==> config.mk <==
export PLATFORM = sky130hd
export DESIGN_NAME = dpr_merge
export DESIGN_NICKNAME = d
export VERILOG_FILES = /design/src/rtl/dpr_pkg.sv /design/src/rtl/dpr_merge.sv
export VERILOG_INCLUDE_DIRS = /design/src /design/src/rtl
export SDC_FILE = /design/constraint.sdc
export NUM_CORES = 1
export LEC_CHECK = 0
export ABC_AREA = 1
export BUFFER_PORTS_ARGS = -buffer_cell sky130_fd_sc_hd__buf_2
export CORE_MARGIN = 5
export CORE_UTILIZATION = 45
export CTS_CLUSTER_SIZE = 24
export DETAILED_ROUTE_END_ITERATION = 16
export PLACE_DENSITY = 0.74
export SETUP_SLACK_MARGIN = 0.4
export SLEW_MARGIN = 40
export SYNTH_ARGS = -nofsm -noshare
export SYNTH_HDL_FRONTEND = slang
export SYNTH_SLANG_ARGS = --single-unit
==> constraint.sdc <==
create_clock -name clk -period 5.65 [get_ports clk]
set_input_delay 0.8475 -clock clk [delete_from_list [all_inputs] [get_ports clk]]
set_output_delay 0.8475 -clock clk [all_outputs]
set_load 0.005 [all_outputs]
==> src/rtl/int8_dot_product_requantize_defines.svh <==
// assertion macros shared by the int8 dot product requantize rtl
`ifndef INT8_DOT_PRODUCT_REQUANTIZE_DEFINES_SVH
`define INT8_DOT_PRODUCT_REQUANTIZE_DEFINES_SVH

// checked on every clock edge outside reset
`define DPR_ASSERT(lbl, prop) \
    lbl: assert property (@(posedge clk) disable iff (!rst_n) prop) \
        else $error("dot product requantize check failed");

// checked on every clock edge, reset included
`define DPR_ASSERT_ALWAYS(lbl, prop) \
    lbl: assert property (@(posedge clk) prop) \
        else $error("dot product requantize check failed");

`endif

==> src/rtl/dpr_pkg.sv <==
// shared types and constants for the int8 dot product requantize block
package dpr_pkg;

    localparam int LANES_DEFAULT  = 8;
    localparam int BYTES_PER_WORD = 8;
    localparam int BYTE_W         = 8;
    localparam int WORD_W         = 64;
    localparam int PROD_W         = 16;
    localparam int ACC_W          = 32;
    localparam int MULT_W         = 32;
    localparam int BIAS_W         = 48;
    localparam int PRODUCT_W      = 64;
    localparam int SUM_W          = 65;
    localparam int SHIFT_W        = 6;
    localparam int QUANT_W        = 8;
    localparam int CFG_INDEX_W    = 1;
    localparam int CFG_DATA_W     = 6;

    localparam int QUANT_MAX = 127;
    localparam int QUANT_MIN = -128;

    localparam logic [SHIFT_W-1:0] SCALE_SHIFT_RESET = 6'd31;

    typedef enum logic [CFG_INDEX_W-1:0] {
        REG_RELU_ENABLE = 1'b0,
        REG_SCALE_SHIFT = 1'b1
    } cfg_reg_e;

    typedef struct packed {
        logic [WORD_W-1:0]        act_bytes;
        logic [WORD_W-1:0]        wgt_bytes;
        logic                     last;
        logic [MULT_W-1:0]        scale_mult;
        logic signed [BIAS_W-1:0] bias_term;
    } in_item_t;

    typedef struct packed {
        logic signed [ACC_W-1:0]   raw_sum;
        logic signed [QUANT_W-1:0] quant_value;
    } out_item_t;

    // side fields that ride along with the lane products
    typedef struct packed {
        logic                     last;
        logic [MULT_W-1:0]        scale_mult;
        logic signed [BIAS_W-1:0] bias_term;
    } chunk_ctl_t;

endpackage

==> src/rtl/dpr_merge.sv <==
// merging adder over the lane products and the wrapping accumulator
`include "int8_dot_product_requantize_defines.svh"

module dpr_merge #(
    parameter int LANES = dpr_pkg::LANES_DEFAULT
) (
    input  logic                                     clk,
    input  logic                                     rst_n,
    input  logic                                     in_valid,
    output logic                                     in_stall,
    input  logic [LANES-1:0][dpr_pkg::PROD_W-1:0]    in_prod,
    input  dpr_pkg::chunk_ctl_t                      in_ctl,
    output logic                                     out_valid,
    input  logic                                     out_stall,
    output logic signed [dpr_pkg::ACC_W-1:0]         out_sum,
    output logic [dpr_pkg::MULT_W-1:0]               out_mult,
    output logic signed [dpr_pkg::BIAS_W-1:0]        out_bias
);
    import dpr_pkg::*;

    logic [ACC_W-1:0]         acc_reg;
    logic [ACC_W-1:0]         acc_next;
    logic [ACC_W-1:0]         sum;
    logic                     valid_reg;
    logic [ACC_W-1:0]         sum_reg;
    logic [MULT_W-1:0]        mult_reg;
    logic signed [BIAS_W-1:0] bias_reg;
    logic                     advance;
    logic                     take;

    always_comb
    begin
        sum = acc_reg;
        for (int l = 0; l < LANES; l++)
        begin
            sum = sum + ACC_W'($signed(in_prod[l]));
        end
    end

    assign advance  = !valid_reg || !out_stall;
    assign in_stall = !advance;
    assign take     = in_valid && advance;
    assign acc_next = in_ctl.last ? '0 : sum;

    always_ff @(posedge clk or negedge rst_n)
    begin
        if (!rst_n)
        begin
            acc_reg   <= '0;
            valid_reg <= 1'b0;
        end
        else
        begin
            if (take)
            begin
                acc_reg <= acc_next;
            end
            if (advance)
            begin
                // only a closing chunk moves on to requantization
                valid_reg <= take && in_ctl.last;
            end
        end
    end

    always_ff @(posedge clk)
    begin
        if (take && in_ctl.last)
        begin
            sum_reg  <= sum;
            mult_reg <= in_ctl.scale_mult;
            bias_reg <= in_ctl.bias_term;
        end
    end

    assign out_valid = valid_reg;
    assign out_sum   = $signed(sum_reg);
    assign out_mult  = mult_reg;
    assign out_bias  = bias_reg;

    `DPR_ASSERT(a_acc_clear_on_last, take && in_ctl.last |=> acc_reg == '0)
    `DPR_ASSERT(a_stall_only_when_full, in_stall |-> valid_reg && out_stall)

endmodule

Yosys cells after proc, flatten, opt, wreduce, memory -nomap -nowiden --
Index checks and enable logic that the tools add are counted.
Operators by class: add/sub/neg operators 8, $mul 0, divide/modulo/power cells 0, magnitude comparators 0, eq/ne operators 0, shifts and indexed selects 0, muxes and demuxes 1, bitwise logic cells 0, reductions and logical operators 6
Operator list (number):
- 32-bit adder | 8
- 32-bit 2-to-1 mux | 1
- 1-bit logical NOT | 3
- 1-bit logical AND | 2
- 1-bit logical OR | 1
Storage, ports and cells: bits in registers 145, latch bits 0, bits in writable memories 0, bits in read-only memories 0, input bits 213, logic and storage cells 20, memories 0

Depth between registers and ports, before layout --
depth after elaboration 9, mapped depth 23, depth with buffers taken out 23

Worst setup path after synthesis --
OpenSTA, ideal clock, no wires.
kind input -> register, from input port out_stall, to register bias_reg[0], in the netlist out_bias[0], enable pin, setup time 0.585 ns, data arrival time 6.013 ns, required time 5.065 ns, slack -0.947 ns, cell stages on the path 6, cell sequence nand2_1 inv_1 nor2_1 inv_2 clkbuf_1 nor2_1
On the way: cells in the longest elaborated chain, start to end 4
RTL lines:
- start: declaration | RTL line dpr_merge.sv:14 | input logic out_stall,
- 1-bit logical NOT | RTL line dpr_merge.sv:40 | assign advance = !valid_reg || !out_stall;
- 1-bit logical OR | RTL line dpr_merge.sv:40
- 1-bit logical AND | RTL line dpr_merge.sv:42 | assign take = in_valid && advance;
- 1-bit logical AND | RTL line dpr_merge.sv:68 | if (take && in_ctl.last)
- end signal: assignment | RTL line dpr_merge.sv:72 | bias_reg <= in_ctl.bias_term;
- end: declaration | RTL line dpr_merge.sv:27 | logic signed [BIAS_W-1:0] bias_reg;
No other way between the ends. A chain may end at the register's enable or synchronous reset.

Worst setup path after layout --
from input port in_prod[63] (netlist name), to register sum_reg[26], in the netlist out_sum[26], data pin
On the way: cells in the longest elaborated chain, start to end 5
RTL lines:
- start: declaration | RTL line dpr_merge.sv:11 | input logic [LANES-1:0][dpr_pkg::PROD_W-1:0] in_prod,
- 32-bit adder (5 in a row) | RTL line dpr_merge.sv:36 | sum = sum + ACC_W'($signed(in_prod[l]));
- net sum[26] | RTL line dpr_merge.sv:23 | logic [ACC_W-1:0] sum;
- end signal: assignment | RTL line dpr_merge.sv:70 | sum_reg <= sum;
- end: declaration | RTL line dpr_merge.sv:25 | logic [ACC_W-1:0] sum_reg;
The timed path passes the listed nets, and every way through them passes these cells.

==> results.tsv <==
metric	value	unit
total iterations of the first detailed-routing run	5	
Synth area leader	fa_1	
first-pass GRT wire length	45.2	mm
num rows	58	
WP data arrival	5.08	ns
clk_lat worst skew	0.42	ns
gr ovfl total	0	
critical path fanouts, max	5	
post-DR wirelength/cell	15.5	um
Peak Freq	204	MHz
Post-Syn Area	11300	sq um
nets	1883	
post-synthesis adder-cell area fraction	33.7	%
Critical Path Sink Type	register	
post-synth net total	1536	
vias per cell	4.63	
die footprint	28400	sq um
mean area per synthesized cell	10.1	sq um
final WL	28.0	mm
CTS tree	done	
CTS Buf Count	17	
Post-Synth Simple-Gate Area	14.3	%
clock sink total	145	
commonest cells in the netlist	inv_1 (331), nand2_1 (236), fa_1 (169)	
Core Box Area	25000	sq um
outcome	complete, no violations	
Max-Cap Viols	0	
gpl congestion	0.957	
total track usage	20.3	%
Synth Flop Type	edfxtp_1	
Synth Area in XOR/XNOR	1.01	%
Starting Density	45.2	%
final setup TNS	0	ns
layout cells sized above 1	27.2	%
Synth Area in Compound Gates	2.28	%
initial drt markers	552	
I/O Buffers	326	
worst path required time	5.84	ns
most common cell in the netlist	inv_1	
RSZ-0062 raised after global routing	no	
initial antenna violation count	0	
H-tree depth	4	
Post-synth EDFFs	112	
share of the clock period used by the worst path	86.7	%
worst min path class	in2async	
slew margin rel.	45.8	%
FFs w/ async S/R, synth	22.8	%
Cells after Synth	1120	
post-route ant nets	0	
hpwl dp	23.4	mm
Fin. Hold Viols	0	
largest net degree at the start of global routing	106	
Vias	8382	
vias in the first global route	8908	
clock root cell	clkbuf_16	
Period minus WS final	4.90	ns
Clock Skew	0.0127	ns
sequential area share after synthesis	37.1	%
library cells used by synthesis	31	
Crit path largest cell delay	0.66	ns
ANT cells	0	
max reg flops	48	
largest family of logic cells by synthesized area	adder cells	
Die Width	168	um
overall die height	168	um
Crit Path Category	in2reg	
CP cell instances	buf_2 -> fa_1 -> inv_1 -> fa_1 -> clkinvlp_4 -> buf_4 -> fa_1 -> inv_1 -> fa_1 -> inv_1 -> ha_1 -> nand2_1 -> nor2_1 -> inv_1 -> o21ai_0 -> nand2_1 -> nand3_1 -> nand2_1 -> and2_1	
Slew @ Worst Pin	0.812	ns
clock buffer depth	2	
# IOs	327	
Synth Register Bits	145	
Final Setup Violations	0	
area added between synthesis and finish	24.1	%
Synth warnings	0	
slowest CP cell	fa_1	
final slew viol count	0	
drc violations	0	
Yosys top cell area share	30.0	%
clock edge transition at the registers on the reported setup and hold paths	0.07	ns
crit path launch type	input pin	
worst reg2reg path startpoint	acc_reg[2]	
multiplexer share of the synthesized area	0	%
CP startpoint	in_prod[63]	
top post-synthesis cells by area	fa_1 (30%), edfxtp_1 (30%), inv_1 (11%), nand2_1 (7.8%), dfrtp_1 (7.3%)	
## worst max-delay path: cells and delay by family
family	cells	cell delay, ns
AOI/OAI and AO/OA	1	0.35
buffers and inverters	7	0.69
and+or+nand+nor	6	0.67
adders and majority gates	5	2.51
## cells by family (layout without fill, tap and decap cells)
logic type	Yosys count	in the layout
AO/OA/AOI/OAI	43	43
XOR/XNOR	13	13
adder cells (fa/ha/maj)	203	203
buffers and inverters	345	705
flip-flops	145	145
AND/OR/NAND/NOR	371	371
## path summary, 6_finish.rpt
check,to,cells past startpoint,slack [ns]
setup / recovery,out_sum[26],19,0.75
hold / removal,acc_reg[26],1,0.38
setup reg to reg,out_sum[18],20,1.02
hold reg to reg,acc_reg[23],2,0.51
max in group asynchronous,acc_reg[21],1,4.88
min in group clk,acc_reg[23],2,0.51
## metrics by stage
stage               setup slack, ns  cell area [sq um]  utilization, %  instances  hold WS, ns
CTS                           0.661              14000            56.0       1808        0.401
global route                  0.514              14000            56.1       1810        0.413
floorplan                     0.814              11300               -       1120        0.469
finish                        0.750              14000            56.1       1810        0.382
global placement              0.233              13400            53.5       1776        0.482
detailed placement            0.205              13400            53.6       1776        0.494
## layer usage
layer | wire, um | part of all wire, % | vias up | track usage, %
met5 | 0 | 0 | - | 0
met4 | 399 | 1.4 | 0 | 4.13
met3 | 1660 | 5.9 | 30 | 4.72
met2 | 14500 | 52 | 227 | 35.2
met1 | 11500 | 41 | 4101 | 26.5
li1 | - | - | 4024 | -
## final cells by class
type	count	area (sq um)
clock inverter	15	188
sequential	145	4190
tap	330	413
multi-input combinational	630	5810
timing repair buffer	334	1710
inverter	339	1280
clock buffer	17	425
fill	2191	11000
## layout by cell type (no fill, tap or decap)
cell        netlist  final
nand4_1          11     11
inv_2             8      8
clkbuf_16         0     17
inv_1           331    330
nor3_1            6      6
ha_1             34     34
a22o_1            8      8
buf_12            0      1
a21oi_2           2      2
nand3_2           2      2
clkinv_2          0      1
xor2_1            7      7
nand2_1         236    236
o21ai_1           1      1
xnor2_1           6      6
nor2_2            7      6
o21a_1            1      1
bufinv_16         0      2
buf_2             2    325
a21oi_1          18     18
or2_1             1      1
fa_1            169    169
nand3_1          36     36
clkinv_8          0      1
clkinv_4          0      2
inv_8             0      4
nor3_2            1      1
nand3b_1          6      6
dfrtp_1          33     33
edfxtp_1        112    112
and2_1           14     14
nor2_4            2      4
nand2_2          13     13
inv_6             0      5
buf_4             1      8
o21bai_1          1      1
o21ai_0          12     12
clkinvlp_4        0      1
nor2_1           36     35
## timing repair
| action | 4_1_cts | 5_1_grt |
|---|---|---|
| hold buffers | 0 | 0 |
| hold endpoints to repair | 0 | 0 |
| gates resized for setup | 0 | 1 |
| endpoints found under the setup margin | 0 | 3 |
| buffers inserted | 0 | 2 |
Power is left out: the tool's default activity adds up to more than one toggle a clock period on the data nets, which glitch-free logic cannot reach.
