==> src/rtl/int8_dot_product_requantize_defines.svh <==
// assertion macros shared by the int8 dot product requantize rtl
`ifndef INT8_DOT_PRODUCT_REQUANTIZE_DEFINES_SVH
`define INT8_DOT_PRODUCT_REQUANTIZE_DEFINES_SVH

// checked on every clock edge outside reset
`define DPR_ASSERT(lbl, prop) \
    lbl: assert property (@(posedge clk) disable iff (!rst_n) prop) \
        else $error("dot product requantize check failed");

// checked on every clock edge, reset included
`define DPR_ASSERT_ALWAYS(lbl, prop) \
    lbl: assert property (@(posedge clk) prop) \
        else $error("dot product requantize check failed");

`endif

==> src/rtl/dpr_pkg.sv <==
// shared types and constants for the int8 dot product requantize block
package dpr_pkg;

    localparam int LANES_DEFAULT  = 8;
    localparam int BYTES_PER_WORD = 8;
    localparam int BYTE_W         = 8;
    localparam int WORD_W         = 64;
    localparam int PROD_W         = 16;
    localparam int ACC_W          = 32;
    localparam int MULT_W         = 32;
    localparam int BIAS_W         = 48;
    localparam int PRODUCT_W      = 64;
    localparam int SUM_W          = 65;
    localparam int SHIFT_W        = 6;
    localparam int QUANT_W        = 8;
    localparam int CFG_INDEX_W    = 1;
    localparam int CFG_DATA_W     = 6;

    localparam int QUANT_MAX = 127;
    localparam int QUANT_MIN = -128;

    localparam logic [SHIFT_W-1:0] SCALE_SHIFT_RESET = 6'd31;

    typedef enum logic [CFG_INDEX_W-1:0] {
        REG_RELU_ENABLE = 1'b0,
        REG_SCALE_SHIFT = 1'b1
    } cfg_reg_e;

    typedef struct packed {
        logic [WORD_W-1:0]        act_bytes;
        logic [WORD_W-1:0]        wgt_bytes;
        logic                     last;
        logic [MULT_W-1:0]        scale_mult;
        logic signed [BIAS_W-1:0] bias_term;
    } in_item_t;

    typedef struct packed {
        logic signed [ACC_W-1:0]   raw_sum;
        logic signed [QUANT_W-1:0] quant_value;
    } out_item_t;

    // side fields that ride along with the lane products
    typedef struct packed {
        logic                     last;
        logic [MULT_W-1:0]        scale_mult;
        logic signed [BIAS_W-1:0] bias_term;
    } chunk_ctl_t;

endpackage

==> src/rtl/dpr_lanes.sv <==
// parallel int8 multiplier lanes with their stage register
module dpr_lanes #(
    parameter int LANES = dpr_pkg::LANES_DEFAULT
) (
    input  logic                                     clk,
    input  logic                                     rst_n,
    input  logic                                     in_valid,
    output logic                                     in_stall,
    input  dpr_pkg::in_item_t                        in_item,
    output logic                                     out_valid,
    input  logic                                     out_stall,
    output logic [LANES-1:0][dpr_pkg::PROD_W-1:0]    out_prod,
    output dpr_pkg::chunk_ctl_t                      out_ctl
);
    import dpr_pkg::*;

    logic                           valid_reg;
    logic [LANES-1:0][PROD_W-1:0]   prod_reg;
    logic [LANES-1:0][PROD_W-1:0]   prod_next;
    chunk_ctl_t                     ctl_reg;
    logic                           advance;

    // lanes past the eight bytes of the words see zero
    for (genvar l = 0; l < LANES; l++) begin : g_lane
        if (l < BYTES_PER_WORD) begin : g_real
            logic signed [PROD_W-1:0] lane_prod;
            assign lane_prod = $signed(in_item.act_bytes[BYTE_W*l +: BYTE_W])
                             * $signed(in_item.wgt_bytes[BYTE_W*l +: BYTE_W]);
            assign prod_next[l] = lane_prod;
        end else begin : g_zero
            assign prod_next[l] = '0;
        end
    end

    assign advance  = !valid_reg || !out_stall;
    assign in_stall = !advance;

    always_ff @(posedge clk or negedge rst_n)
    begin
        if (!rst_n)
        begin
            valid_reg <= 1'b0;
        end
        else if (advance)
        begin
            valid_reg <= in_valid;
        end
    end

    always_ff @(posedge clk)
    begin
        if (advance && in_valid)
        begin
            prod_reg <= prod_next;
            ctl_reg  <= '{last: in_item.last, scale_mult: in_item.scale_mult,
                          bias_term: in_item.bias_term};
        end
    end

    assign out_valid = valid_reg;
    assign out_prod  = prod_reg;
    assign out_ctl   = ctl_reg;

endmodule

==> config.mk <==
export PLATFORM = sky130hd
export DESIGN_NAME = dpr_lanes
export DESIGN_NICKNAME = d
export VERILOG_FILES = /design/src/rtl/int8_dot_product_requantize_defines.svh /design/src/rtl/dpr_pkg.sv /design/src/rtl/dpr_lanes.sv
export SDC_FILE = /design/constraint.sdc
export NUM_CORES = 1
export LEC_CHECK = 0
export BUFFER_PORTS_ARGS = -buffer_cell sky130_fd_sc_hd__buf_2
export CORE_MARGIN = 3
export CORE_UTILIZATION = 50
export CTS_CLUSTER_DIAMETER = 60
export DETAILED_ROUTE_END_ITERATION = 16
export HOLD_SLACK_MARGIN = 0.02
export PLACE_DENSITY_LB_ADDON = 0.08
export SLEW_MARGIN = 20
export SYNTH_ARGS = -nofsm -noshare
export SYNTH_HDL_FRONTEND = slang
export SYNTH_SLANG_ARGS = --single-unit
==> constraint.sdc <==
create_clock -name clk -period 27.6 [get_ports clk]
set_input_delay 2.76 -clock clk [delete_from_list [all_inputs] [get_ports clk]]
set_output_delay 2.76 -clock clk [all_outputs]
set_load 0.01 [all_outputs]
# After elaboration in Yosys (flattened, before gate mapping)
# Index checks and enable logic that the tools add are counted.
[totals] latch_bits=0 mem_bits_ro=0 mem_count=0 inputBits=213 ramBits=0 wordCells=25 regBits=210
[classes] order_cmp=0 n_reduce_logical=5 div=0 add_sub_neg=0 mux=0 multipliers=8 shifts=0 bitwise=0 n_eq_ne=0
[op_table] operator="8-bit by 8-bit multiplier with 16-bit output" n=8
[op_table] operator="1-bit logical NOT" n=3
[op_table] operator="1-bit logical AND" n=1
[op_table] operator="1-bit logical OR" n=1

# Longest topological paths before layout
[logic_depth] word_depth=3 ltp_mapped=18 ltp_nobuf=18

# Worst setup path before layout
# Ideal clock, no wire load.
[synth_timing] kind="input -> register" from="input out_stall" to="register ctl_reg, in the netlist out_ctl[0], enable pin" t_arrival_ns=12.144 n_path_buf=0 path_stages=2 slack_ns=14.650 required_time_ns=26.795 path_cell_list="and2_1 -> nor2b_1"
[synth_between] elab_chain_len=3
[synth_rtl] element="from (decl)" line_no="dpr_lanes.sv:11" rtl="input logic out_stall,"
[synth_rtl] element="1-bit logical NOT" line_no="dpr_lanes.sv:35" rtl="assign advance = !valid_reg || !out_stall;"
[synth_rtl] element="1-bit logical OR" line_no="dpr_lanes.sv:35"
[synth_rtl] element="1-bit logical AND" line_no="dpr_lanes.sv:52" rtl="if (advance && in_valid)"
[synth_rtl] element="to (signal assigned)" line_no="dpr_lanes.sv:55" rtl="ctl_reg <= '{last: in_item.last, scale_mult: in_item.scale_mult,"
[synth_rtl] element="to (decl)" line_no="dpr_lanes.sv:20" rtl="chunk_ctl_t ctl_reg;"
# Every way passes these cells.
# A chain may end at the register's enable or synchronous reset.

# Worst setup path after layout
[layout_timing] from="input in_item[124] (netlist bit)" to="register prod_reg, in the netlist out_prod[95] (data pin)"
[layout_between] elab_chain_len=1
[layout_rtl] element="from (decl)" line_no="dpr_lanes.sv:9" rtl="input dpr_pkg::in_item_t in_item,"
[layout_rtl] element="8-bit by 8-bit multiplier with 16-bit output" line_no="dpr_lanes.sv:28" rtl="* $signed(in_item.wgt_bytes[BYTE_W*l +: BYTE_W]);"
[layout_rtl] element="net g_lane[5].g_real.lane_prod[15]" line_no="dpr_lanes.sv:26" rtl="logic signed [PROD_W-1:0] lane_prod;"
[layout_rtl] element="to (signal assigned)" line_no="dpr_lanes.sv:54" rtl="prod_reg <= prod_next;"
[layout_rtl] element="to (decl)" line_no="dpr_lanes.sv:18" rtl="logic [LANES-1:0][PROD_W-1:0] prod_reg;"
# The timed path passes the listed nets, and every way through them passes these cells.

==> flow_metrics.env <==
export IMPL_wl_per_cell_um=15.6
export IMPL_p_int_uw=1470
export IMPL_tightest_slew_ns=0.959
export IMPL_die_w_um=235
export IMPL_seqPwrFrac=0.216
export IMPL_mostFrequentLayoutCell="inv_1"
export IMPL_initial_core_util=0.508
export IMPL_crit_fanout=8
export IMPL_avgSynthCellArea_um2=10.6
export IMPL_vdd_drop_max_v=0.0000769
export IMPL_synthCells=2461
export IMPL_rsz0062_at_grt="false"
export IMPL_synth_area_top_cells="fa_1 (34%), edfxtp_1 (24%), ha_1 (11%)"
export IMPL_power_uw=2570
export IMPL_core_mm2=0.0515
export IMPL_cts_setup_buffers=0
export IMPL_crit_path_frequent_cell="fa_1"
export IMPL_cts_resized=0
export IMPL_viasPerCell=4.87
export IMPL_firstDrtPassIters=4
export IMPL_p_sw_frac=0.428
export IMPL_crit_required_ns=27.91
export IMPL_cts_buffers=30
export IMPL_cp_cell_sequence="buf_2, and2_1, fa_1, inv_1, fa_1, fa_1, inv_1, fa_1, ha_1, nand2_1, nor2_1, a2111oi_0, o31ai_1, a21o_1, xnor2_1"
export IMPL_routed_wl_mm=56.7
export IMPL_placed_cells=3567
export IMPL_num_rows=83
export IMPL_comb_power_share=0.641
export IMPL_critPathTopFamily="adder cells"
export IMPL_syn_num_nets=3346
export IMPL_drive_above_1_share=0.168
export IMPL_ys_flop_type="edfxtp_1"
export IMPL_grt_max_degree=74
export IMPL_max_slew_margin=0.361
export IMPL_die_y_um=235
export IMPL_crit_slowest_cell="fa_1"
export IMPL_final_area_mm2=0.0301
export IMPL_layout_cells_non_filler=3628
export IMPL_timing_final_crit_share=0.238
export IMPL_ys_async_sr_fraction=0.00476
export IMPL_finClkSkew_ns=0.0351
export IMPL_cts_tree="yes"
export IMPL_drc=0
export IMPL_clkPwrFrac=0.143
export IMPL_placed_area_mm2=0.0292
export IMPL_finalHoldViolCount=0
export IMPL_grt_use_total=0.209
export IMPL_p_leak_uw=0.0148
export IMPL_n_fill_cell=4528
export IMPL_grt_pass1_wl_mm=94.6
export IMPL_die_area_mm2=0.0551
export IMPL_yosysUniqueCellTypes=42
export IMPL_dr_total_vias=17664
export IMPL_end_kind="flip-flop"
export IMPL_worst_hold_slack_ns=0.689
export IMPL_clock_path_buffers=3
export IMPL_htree_levels=1
export IMPL_area_delta_synth_final_pct=15.2
export IMPL_clk_pin_slew_worst_paths_ns=0.06
export IMPL_path_class="in2reg"
export IMPL_antenna_found_initial=8
export IMPL_maxSlewViolCount=0
export IMPL_maxCapViolCount=0
export IMPL_fmax_ghz=0.152
export IMPL_critical_path_startpoint_type="input port"
export IMPL_cts_root_buffer="clkbuf_16"
export IMPL_setup_tns_ns=0
export IMPL_synth_edf_count=209
export IMPL_ys_warn_count=0
export IMPL_ant_nets=0
export IMPL_dp_hpwl_mm=48.1
export IMPL_min_period_ns=6.58
export IMPL_place_congestion=0.857
export IMPL_io_buffers=423
export IMPL_synth_seq_area_share=0.241
export IMPL_grt_pass1_vias=18628
export IMPL_cts_sinks=210
export IMPL_power_switching_uw=1100
export IMPL_critPathMaxStageDelay_ns=0.64
export IMPL_hp_class="reg2reg"
export IMPL_final_cell_mix="inv_1 (648), fa_1 (440), buf_2 (423)"
export IMPL_yosysTopAreaCell="fa_1"
export IMPL_postCtsHoldBufs=0
export IMPL_yosysTopAreaCellShare=0.337
export IMPL_arrival_ns=6.89
export IMPL_num_io_pins=424
export IMPL_status="finished clean"
export IMPL_drt_iter0_drc=619
export IMPL_clk_latency_ns=0.59
export IMPL_setup_violations=0
export IMPL_globalRoute_totalOverflow=0
export IMPL_nets=3804
export IMPL_netlist_area_mm2=0.0262
export IMPL_pwr_density_cell_mw_per_mm2=85.1
export IMPL_ys_ff_latch=210
export IMPL_cp_buffers_inverters=3
## cell families (layout without fill, tap and decap cells)
kind of cell / Yosys count / count (layout) / share of synthesized area
flops: 210 / 210 / 0.241
compound gates: 145 / 145 / 0.0357
mux: 7 / 7 / 0.00301
simple gates: 651 / 651 / 0.137
other cells: 0 / 7 / 0
xor+xnor: 128 / 128 / 0.0428
fa+ha+maj: 672 / 672 / 0.447
buf+inv: 648 / 1128 / 0.0929
## power groups by stage
stage,logic (µW),clock network [µW],registers (µW)
after global routing,1890,394,562
after global placement,1630,0,561
after CTS,1680,381,557
after floorplan,1200,0,603
final,1640,367,555
after detailed placement,1670,0,562
## worst reg2reg max path, cell delays in order (launching register included)
cell     delay [ns]
dfrtp_1        0.37
and2_1         0.19
nor2b_4        0.60
buf_4          0.86
buf_4          0.85
## registers in the layout, indices dropped and copies added (netlist names)
name	flops
out_valid	1
out_ctl	81
out_prod	128
## metal layers
layer / GRT usage / up-vias / share of wire
met4: 0.0525 / 4 / 0.023
met5: 0 / - / 0.00037
met3: 0.0367 / 78 / 0.050
li1: - / 8402 / -
met2: 0.368 / 347 / 0.51
met1: 0.270 / 8833 / 0.42
## through the flow
stage / worst slack [ns] / util
global route: 20.83 / 0.585
detailed placement: 20.46 / 0.566
global placement: 20.59 / 0.566
CTS: 21.04 / 0.585
floorplan: 14.65 / -
finish: 21.02 / 0.585
## worst paths after layout
kind	start	end	slack, ns	depth (start not counted)
min in group asynchronous	rst_n	out_valid	1.93	1
max in group asynchronous	rst_n	out_valid	25.59	1
setup reg to reg	out_valid	out_prod[18]	24.24	4
hold reg to reg	out_valid	out_valid	0.69	2
hold / removal	out_valid	out_valid	0.69	2
setup / recovery	in_item[124]	out_prod[95]	21.02	15
## cells in the mapped netlist, types with 2 or more instances
| library cell | instances |
|---|---|
| o21ai_1 | 3 |
| nor2_1 | 48 |
| o31a_1 | 7 |
| fa_1 | 440 |
| and2_1 | 340 |
| o21ai_0 | 31 |
| nand2_1 | 137 |
| o21a_1 | 22 |
| a21o_1 | 8 |
| mux2_2 | 7 |
| a21oi_2 | 2 |
| o311ai_1 | 6 |
| xor2_1 | 19 |
| inv_1 | 648 |
| a21oi_1 | 51 |
| nor3_1 | 11 |
| nor4_1 | 8 |
| edfxtp_1 | 209 |
| nand2b_1 | 18 |
| nor2b_1 | 60 |
| nand3_1 | 14 |
| ha_1 | 232 |
| nand4_1 | 3 |
| xnor2_1 | 109 |
| a211oi_1 | 2 |
| o21bai_1 | 4 |
| or2_2 | 7 |
## area by class of cell
type,instances,area [µm²],area share
multi-input combinational,1603,17400,0.579
inverter,648,2430,0.0807
antenna,7,17.5,0.000581
clock inverter,20,188,0.00623
sequential,210,6300,0.209
clock buffer,34,766,0.0254
tap,680,851,0.0282
timing repair buffer,426,2140,0.0710
Note: power is estimated with default switching activity, not from simulation.
