<file path="config.mk">
export PLATFORM = sky130hd
export DESIGN_NAME = dpr_requant
export DESIGN_NICKNAME = d
export VERILOG_FILES = /design/src/rtl/dpr_pkg.sv /design/src/rtl/dpr_requant.sv
export VERILOG_INCLUDE_DIRS = /design/src /design/src/rtl
export SDC_FILE = /design/constraint.sdc
export NUM_CORES = 2
export LEC_CHECK = 0
export BUFFER_PORTS_ARGS = -buffer_cell sky130_fd_sc_hd__buf_2
export CAP_MARGIN = 20
export CORE_MARGIN = 3
export CORE_UTILIZATION = 50
export DETAILED_ROUTE_END_ITERATION = 12
export PLACE_DENSITY = 0.69
export SLEW_MARGIN = 10
export SYNTH_ARGS = -nofsm -noshare
export SYNTH_HDL_FRONTEND = slang
export SYNTH_SLANG_ARGS = --single-unit
</file>
<file path="constraint.sdc">
create_clock -name clk -period 5.15 [get_ports clk]
set_input_delay 0.515 -clock clk [delete_from_list [all_inputs] [get_ports clk]]
set_output_delay 0.515 -clock clk [all_outputs]
set_load 0.1 [all_outputs]
</file>
<file path="src/rtl/int8_dot_product_requantize_defines.svh">
// assertion macros shared by the int8 dot product requantize rtl
`ifndef INT8_DOT_PRODUCT_REQUANTIZE_DEFINES_SVH
`define INT8_DOT_PRODUCT_REQUANTIZE_DEFINES_SVH

// checked on every clock edge outside reset
`define DPR_ASSERT(lbl, prop) \
    lbl: assert property (@(posedge clk) disable iff (!rst_n) prop) \
        else $error("dot product requantize check failed");

// checked on every clock edge, reset included
`define DPR_ASSERT_ALWAYS(lbl, prop) \
    lbl: assert property (@(posedge clk) prop) \
        else $error("dot product requantize check failed");

`endif

</file>
<file path="src/rtl/dpr_pkg.sv">
// shared types and constants for the int8 dot product requantize block
package dpr_pkg;

    localparam int LANES_DEFAULT  = 8;
    localparam int BYTES_PER_WORD = 8;
    localparam int BYTE_W         = 8;
    localparam int WORD_W         = 64;
    localparam int PROD_W         = 16;
    localparam int ACC_W          = 32;
    localparam int MULT_W         = 32;
    localparam int BIAS_W         = 48;
    localparam int PRODUCT_W      = 64;
    localparam int SUM_W          = 65;
    localparam int SHIFT_W        = 6;
    localparam int QUANT_W        = 8;
    localparam int CFG_INDEX_W    = 1;
    localparam int CFG_DATA_W     = 6;

    localparam int QUANT_MAX = 127;
    localparam int QUANT_MIN = -128;

    localparam logic [SHIFT_W-1:0] SCALE_SHIFT_RESET = 6'd31;

    typedef enum logic [CFG_INDEX_W-1:0] {
        REG_RELU_ENABLE = 1'b0,
        REG_SCALE_SHIFT = 1'b1
    } cfg_reg_e;

    typedef struct packed {
        logic [WORD_W-1:0]        act_bytes;
        logic [WORD_W-1:0]        wgt_bytes;
        logic                     last;
        logic [MULT_W-1:0]        scale_mult;
        logic signed [BIAS_W-1:0] bias_term;
    } in_item_t;

    typedef struct packed {
        logic signed [ACC_W-1:0]   raw_sum;
        logic signed [QUANT_W-1:0] quant_value;
    } out_item_t;

    // side fields that ride along with the lane products
    typedef struct packed {
        logic                     last;
        logic [MULT_W-1:0]        scale_mult;
        logic signed [BIAS_W-1:0] bias_term;
    } chunk_ctl_t;

endpackage

</file>
<file path="src/rtl/dpr_requant.sv">
// requantization pipeline: scale multiply, bias add, rounding shift, saturation
`include "int8_dot_product_requantize_defines.svh"

module dpr_requant (
    input  logic                                 clk,
    input  logic                                 rst_n,
    input  logic                                 relu_enable,
    input  logic [dpr_pkg::SHIFT_W-1:0]          scale_shift,
    input  logic                                 in_valid,
    output logic                                 in_stall,
    input  logic signed [dpr_pkg::ACC_W-1:0]     in_sum,
    input  logic [dpr_pkg::MULT_W-1:0]           in_mult,
    input  logic signed [dpr_pkg::BIAS_W-1:0]    in_bias,
    output logic                                 out_valid,
    input  logic                                 out_stall,
    output dpr_pkg::out_item_t                   out_item
);
    import dpr_pkg::*;

    logic                        mul_valid_reg;
    logic signed [PRODUCT_W-1:0] mul_prod_reg;
    logic signed [BIAS_W-1:0]    mul_bias_reg;
    logic signed [ACC_W-1:0]     mul_raw_reg;

    logic                        add_valid_reg;
    logic signed [SUM_W-1:0]     add_sum_reg;
    logic signed [ACC_W-1:0]     add_raw_reg;

    logic                        sh_valid_reg;
    logic signed [SUM_W-1:0]     sh_q_reg;
    logic                        sh_round_reg;
    logic signed [ACC_W-1:0]     sh_raw_reg;

    logic                        out_valid_reg;
    out_item_t                   out_item_reg;

    logic adv_mul, adv_add, adv_sh, adv_out;

    logic signed [MULT_W:0]      mult_s;
    logic signed [SUM_W-1:0]     prod_full;
    logic signed [SUM_W-1:0]     add_sum_next;
    logic [SHIFT_W-1:0]          sh_m1;
    logic [SUM_W-1:0]            sticky_mask;
    logic signed [SUM_W-1:0]     shifted;
    logic                        round_bit;
    logic                        sticky;
    logic                        round_next;
    logic signed [SUM_W-1:0]     rounded;
    logic signed [QUANT_W-1:0]   quant_next;

    assign adv_out  = !out_valid_reg || !out_stall;
    assign adv_sh   = !sh_valid_reg  || adv_out;
    assign adv_add  = !add_valid_reg || adv_sh;
    assign adv_mul  = !mul_valid_reg || adv_add;
    assign in_stall = !adv_mul;

    // signed sum times unsigned multiplier, exact in 64 bits
    assign mult_s    = $signed({1'b0, in_mult});
    assign prod_full = in_sum * mult_s;

    always_comb
    begin
        add_sum_next = SUM_W'(mul_prod_reg) + SUM_W'(mul_bias_reg);
        if (relu_enable && add_sum_next[SUM_W-1])
        begin
            add_sum_next = '0;
        end
    end

    // round half to even: round bit set and either sticky bits or an odd quotient
    assign sh_m1       = scale_shift - 1'b1;
    assign shifted     = add_sum_reg >>> scale_shift;
    assign round_bit   = add_sum_reg[sh_m1];
    assign sticky_mask = (SUM_W'(1) << sh_m1) - SUM_W'(1);
    assign sticky      = |(add_sum_reg & sticky_mask);
    assign round_next  = (scale_shift != '0) && round_bit && (sticky || shifted[0]);

    always_comb
    begin
        rounded = sh_q_reg + SUM_W'({1'b0, sh_round_reg});
        if (rounded > QUANT_MAX)
        begin
            quant_next = QUANT_W'(QUANT_MAX);
        end
        else if (rounded < QUANT_MIN)
        begin
            quant_next = QUANT_W'(QUANT_MIN);
        end
        else
        begin
            quant_next = rounded[QUANT_W-1:0];
        end
    end

    always_ff @(posedge clk or negedge rst_n)
    begin
        if (!rst_n)
        begin
            mul_valid_reg <= 1'b0;
            add_valid_reg <= 1'b0;
            sh_valid_reg  <= 1'b0;
            out_valid_reg <= 1'b0;
        end
        else
        begin
            if (adv_mul)
            begin
                mul_valid_reg <= in_valid;
            end
            if (adv_add)
            begin
                add_valid_reg <= mul_valid_reg;
            end
            if (adv_sh)
            begin
                sh_valid_reg <= add_valid_reg;
            end
            if (adv_out)
            begin
                out_valid_reg <= sh_valid_reg;
            end
        end
    end

    always_ff @(posedge clk)
    begin
        if (adv_mul && in_valid)
        begin
            mul_prod_reg <= prod_full[PRODUCT_W-1:0];
            mul_bias_reg <= in_bias;
            mul_raw_reg  <= in_sum;
        end
        if (adv_add && mul_valid_reg)
        begin
            add_sum_reg <= add_sum_next;
            add_raw_reg <= mul_raw_reg;
        end
        if (adv_sh && add_valid_reg)
        begin
            sh_q_reg     <= shifted;
            sh_round_reg <= round_next;
            sh_raw_reg   <= add_raw_reg;
        end
        if (adv_out && sh_valid_reg)
        begin
            out_item_reg <= '{raw_sum: sh_raw_reg, quant_value: quant_next};
        end
    end

    assign out_valid = out_valid_reg;
    assign out_item  = out_item_reg;

    `DPR_ASSERT(a_mul_moves_on, mul_valid_reg && adv_add |=> add_valid_reg)

endmodule

</file>
Yosys cells after proc, flatten, opt, wreduce, memory -nomap -nowiden
Cells that the tools add are included. W data, S select, Z words.

Flip-flop bits (word level): 383. Input port bits: 123. Output and inout port bits: 42. Logic and storage cells: 48.

$add $sub $neg: 4. Multipliers: 1. $lt $le $gt $ge: 3. Shift operators: 2. Mux-type cells: 3. Bitwise logic cells: 1. Reduce and logical (&&, ||, !) cells: 20.

Operators with widths (number): $add A64 B48 Y65 (1); $add A65 B1 Y65 (1); $and A65 B65 Y65 (1); $gt A65 B8 Y1 const B (1); $lt A65 B8 Y1 const B (1); $reduce_or A65 Y1 (1); $shl A1 B6 Y65 const A (1); $sshr A65 B6 Y65 (1); $sub A65 B2 Y65 const B (1); $mul A32 B33 Y64 (1); $lt A6 B8 Y1 const B (1); $mux W8 (1); $logic_and A1 B1 Y1 (7); $bmux W1 S6 (1); $logic_not A1 Y1 (6); $reduce_bool A6 Y1 (1); $sub A6 B1 Y6 const B (1); $logic_or A1 B1 Y1 (5); $mux W1 (1).

Depth between registers and ports, before layout
Depth after elaboration: 7. Depth in mapped cells: 29. Mapped depth without buffers: 28.

Worst setup path before layout
Ideal clock, no wire load.

Path type: input to register. From: in in_sum[5] in the netlist's numbering. To: reg mul_prod_reg[60] (data pin). Library setup time: 0.260 ns. Arrival time: 7.296 ns. Required time: 4.890 ns. Slack: -2.406 ns. Stages: 27. Path buffers: 2. Cell sequence: clkbuf_1 > and2_1 > fa_1 > fa_1 > fa_1 > inv_1 > fa_1 > inv_1 > fa_1 > inv_1 > fa_1 > inv_1 > fa_1 > fa_1 > ha_1 > clkbuf_1 > nand4_1 > nor2_1 > a32o_1 > or3_1 > o21ai_0 > a31o_2 > a21oi_1 > o21ai_0 > o21ai_0 > a31oi_1 > xnor2_1.

Word-level cells in the longest chain between the ends: 1.

Ends and longest elaborated chain: start, declared (RTL line dpr_requant.sv:11) `input logic signed [dpr_pkg::ACC_W-1:0] in_sum,`; $mul A32 B33 Y64 (RTL line dpr_requant.sv:59) `assign prod_full = in_sum * mult_s;`; via prod_full[60] (RTL line dpr_requant.sv:40) `logic signed [SUM_W-1:0] prod_full;`; end signal, assigned (RTL line dpr_requant.sv:129) `mul_prod_reg <= prod_full[PRODUCT_W-1:0];`; end, declared (RTL line dpr_requant.sv:21) `logic signed [PRODUCT_W-1:0] mul_prod_reg;`.

The timed path passes the listed nets, and every way through them passes these cells. A chain may end at the register's enable or synchronous reset.

Worst setup path after layout
From: in in_mult[15] in the netlist's numbering. To: reg mul_prod_reg[56] (data pin).

Word-level cells in the longest chain between the ends: 1.

Ends and longest elaborated chain: start, declared (RTL line dpr_requant.sv:12) `input logic [dpr_pkg::MULT_W-1:0] in_mult,`; $mul A32 B33 Y64 (RTL line dpr_requant.sv:59); via prod_full[56] (RTL line dpr_requant.sv:40).

The timed path passes the listed nets, and every way through them passes these cells.

==> impl_results.md <==
* Placed cell area at 0.0658 mm2
* 1st-iter DRT viols at 4258
* Final period util at 136%
* Fmax at 142 MHz
* Antenna violations before repair at 6
* Hold WC Path Type: in2reg
* Top cell type by total area after synthesis: fa_1
* Ports at 165
* Max-slew violation total from the final report at 0
* Cts bufs inserted at 41
* Post-synthesis instance area at 0.0588 mm2
* Worst Slack Setup Final at -1870 ps
* Syn_nets at 7617
* Vias per inst at 5.68
* Max H-tree Level at 2
* 1st-pass router iterations at 9
* Hold depth at 1
* Overflow after GRT at 0
* Rel. slew slack at 26.1%
* CTS Buffer Depth at 3
* Clock root cell: clkbuf_16
* DRC errors left at 0
* WL final at 187000 um
* Startpoint Class: input port
* Ys async rst share at 1.04%
* Die Y at 349 um
* Final Skew at 39.8 ps
* Failing checks: setup timing
* Net total in the final layout at 8158
* Via count at 47.4k
* Setup tns final at -73800 ps
* Tot GR Track Use at 31.1%
* R2R cell count at 11
* Maximum fanout along the worst path at 12
* Final Non-Filler Cells at 8332
* Synth cell types at 103
* Worst skew pair latency at 610 ps
* Dpl cells at 8184
* Post-synth EDFFs at 379
* Vias in the first global route at 49.7k
* Port Buffers at 164
* Ys Warns at 0
* Tmin final at 7020 ps
* Yosys reg bits at 383
* Top post-synthesis cells by area: fa_1, edfxtp_1, ha_1
* Core Area at 0.117 mm2
* Final Util at 59.8%
* First-pass GRT wire length at 292000 um
* Clock Sinks at 383
* Area grow syn2layout at 18.3%
* Crit. End Element: register
* Num rows at 125
* Die Wd at 349 um
* CTS tree: yes
* Final Hold Fails at 0
* Status: finished, violations left
* Layout cells sized above 1 at 19.5%
* Seq/Total Area, Yosys at 19.5%
* Antenna viol nets, final at 0
* Crit path DAT at 7370 ps
* Primary FF master, synth: edfxtp_1
* Clock transition at path regs at 70 ps
* Routed length per instance at 22.5 um
* Routability-driven placement congestion ratio at 1.02
* # Max-Cap Violations at 0
* Synth top area share at 30.5%
* Starting Density at 50.5%
* Setup Viol. Count Final at 54
* RSZ-0062 raised after global routing: yes
* Critical Path RT at 5500 ps
* Dpl hpwl at 151000 um
* Largest net degree at the start of global routing at 98
* Post-route cell area at 0.0696 mm2
* Gate Count Post-Synth at 6233
* Total die area at 0.122 mm2
* Slew of the pin with the lowest slew margin at 1110 ps
* CP Class: in2reg
* Synth Area per Inst at 9.44 um2
metal layers:
layer / wire (um) / global-route usage (%) / vias to the layer above
met5: 11 / 0 / -
met1: 77100 / 41.8 / 23600
met2: 87800 / 50.9 / 2019
li1: - / - / 21300
met3: 14600 / 5.18 / 407
met4: 8000 / 11.3 / 2
kinds of logic after synthesis:
kind of cell	Yosys count	synth area share, %
adder cells (fa/ha/maj)	1261	38.3
AND/OR/NAND/NOR	2078	18.0
flip-flops	383	19.5
XOR/XNOR	176	2.62
buffers and inverters	1295	8.38
AO/OA/AOI/OAI	903	9.99
multiplexers	137	3.25
synthesized netlist by cell type, types with 16 or more instances:
library cell and instances:
and2_1 671, a21boi_0 16, nand2_1 658, mux2i_1 65, o211ai_1 32, a211oi_1 31, buf_2 22, o22ai_1 24
nand3_1 74, mux4_2 40, a31oi_1 55, ha_1 363, edfxtp_1 379, and3_1 37, a21oi_1 222, mux2_2 32
nor4_1 21, a21o_1 81, nor2b_1 40, o21ai_0 216, buf_1 23, o21bai_1 24, inv_1 946, nor3_1 72
xnor2_1 105, nand2b_1 44, xor2_1 71, or3_1 16, clkbuf_1 292, o21a_1 36, nand4_1 59, o31ai_1 16
fa_1 898, nor2_1 316
path summary, 6_finish.rpt:
| kind | startpoint | end | slack, ps |
|---|---|---|---|
| min in group asynchronous | rst_n | add_valid_reg | 270 |
| min | in_bias[44] | mul_bias_reg[44] | 80 |
| max in group asynchronous | rst_n | mul_valid_reg | 4760 |
| min reg2reg | mul_raw_reg[24] | add_raw_reg[24] | 420 |
| max | in_mult[15] | mul_prod_reg[56] | -1870 |
| max reg2reg | sh_q_reg[27] | out_item[4] | 560 |
cell type report:
cell class / count / area (um2)
fillers: 9818 / 46900
multi-input cells: 4555 / 43800
flip-flops and latches: 383 / 11500
repair buffers: 843 / 7420
inverters: 950 / 3570
well taps: 1524 / 1910
clock buffers: 42 / 1030
clock inverters: 32 / 418
diodes: 3 / 7.51
worst max-delay path, cell delays in order:
cell and delay [ps]:
buf_12 130, buf_12 150, and2_1 160, fa_1 460, fa_1 560, inv_2 40, fa_2 560, fa_1 430
inv_1 90, fa_1 440, fa_1 580, fa_1 450, fa_1 540, ha_4 330, buf_6 90, nand4_1 140
o21a_1 250, a211o_1 340, a31o_4 270, a21oi_4 130, o211ai_1 130, a21oi_2 170, buf_6 140, mux2i_1 180
nand3_1 80
layout by cell type, fill, tap and decap left out, types with 41 or more instances in the layout:
| master | count |
|---|---|
| inv_1 | 910 |
| fa_1 | 843 |
| nand2_1 | 651 |
| and2_1 | 616 |
| buf_4 | 578 |
| edfxtp_1 | 379 |
| ha_1 | 333 |
| nor2_1 | 302 |
| o21ai_0 | 197 |
| a21oi_1 | 197 |
| buf_2 | 107 |
| xnor2_1 | 97 |
| a21o_1 | 81 |
| buf_6 | 73 |
| nor3_1 | 71 |
| nand3_1 | 70 |
| xor2_1 | 69 |
| mux2i_1 | 65 |
| buf_12 | 62 |
| nand4_1 | 59 |
| and2_4 | 55 |
| fa_2 | 55 |
| a31oi_1 | 51 |
| nand2b_1 | 44 |
| clkbuf_16 | 41 |
what timing repair did:
action / in CTS / in global routing
endpoints found under the hold margin: 4 / 0
hold buffers: 1 / 0
gates cloned: 11 / 0
gates resized for setup: 327 / 98
setup endpoints to repair: 53 / 55
pin swaps: 176 / 119
setup buffers: 63 / 13
per-stage QoR:
stage	hold slack, ps	setup slack, ps
final	76.7	-1870
after global routing	50.5	-2070
after CTS	43.6	-1780
after detailed placement	328	-2900
after global placement	322	-2800
after floorplan	219	-2090
Power is left out: the tool's default activity adds up to more than one toggle a clock period on the data nets, which glitch-free logic cannot reach.
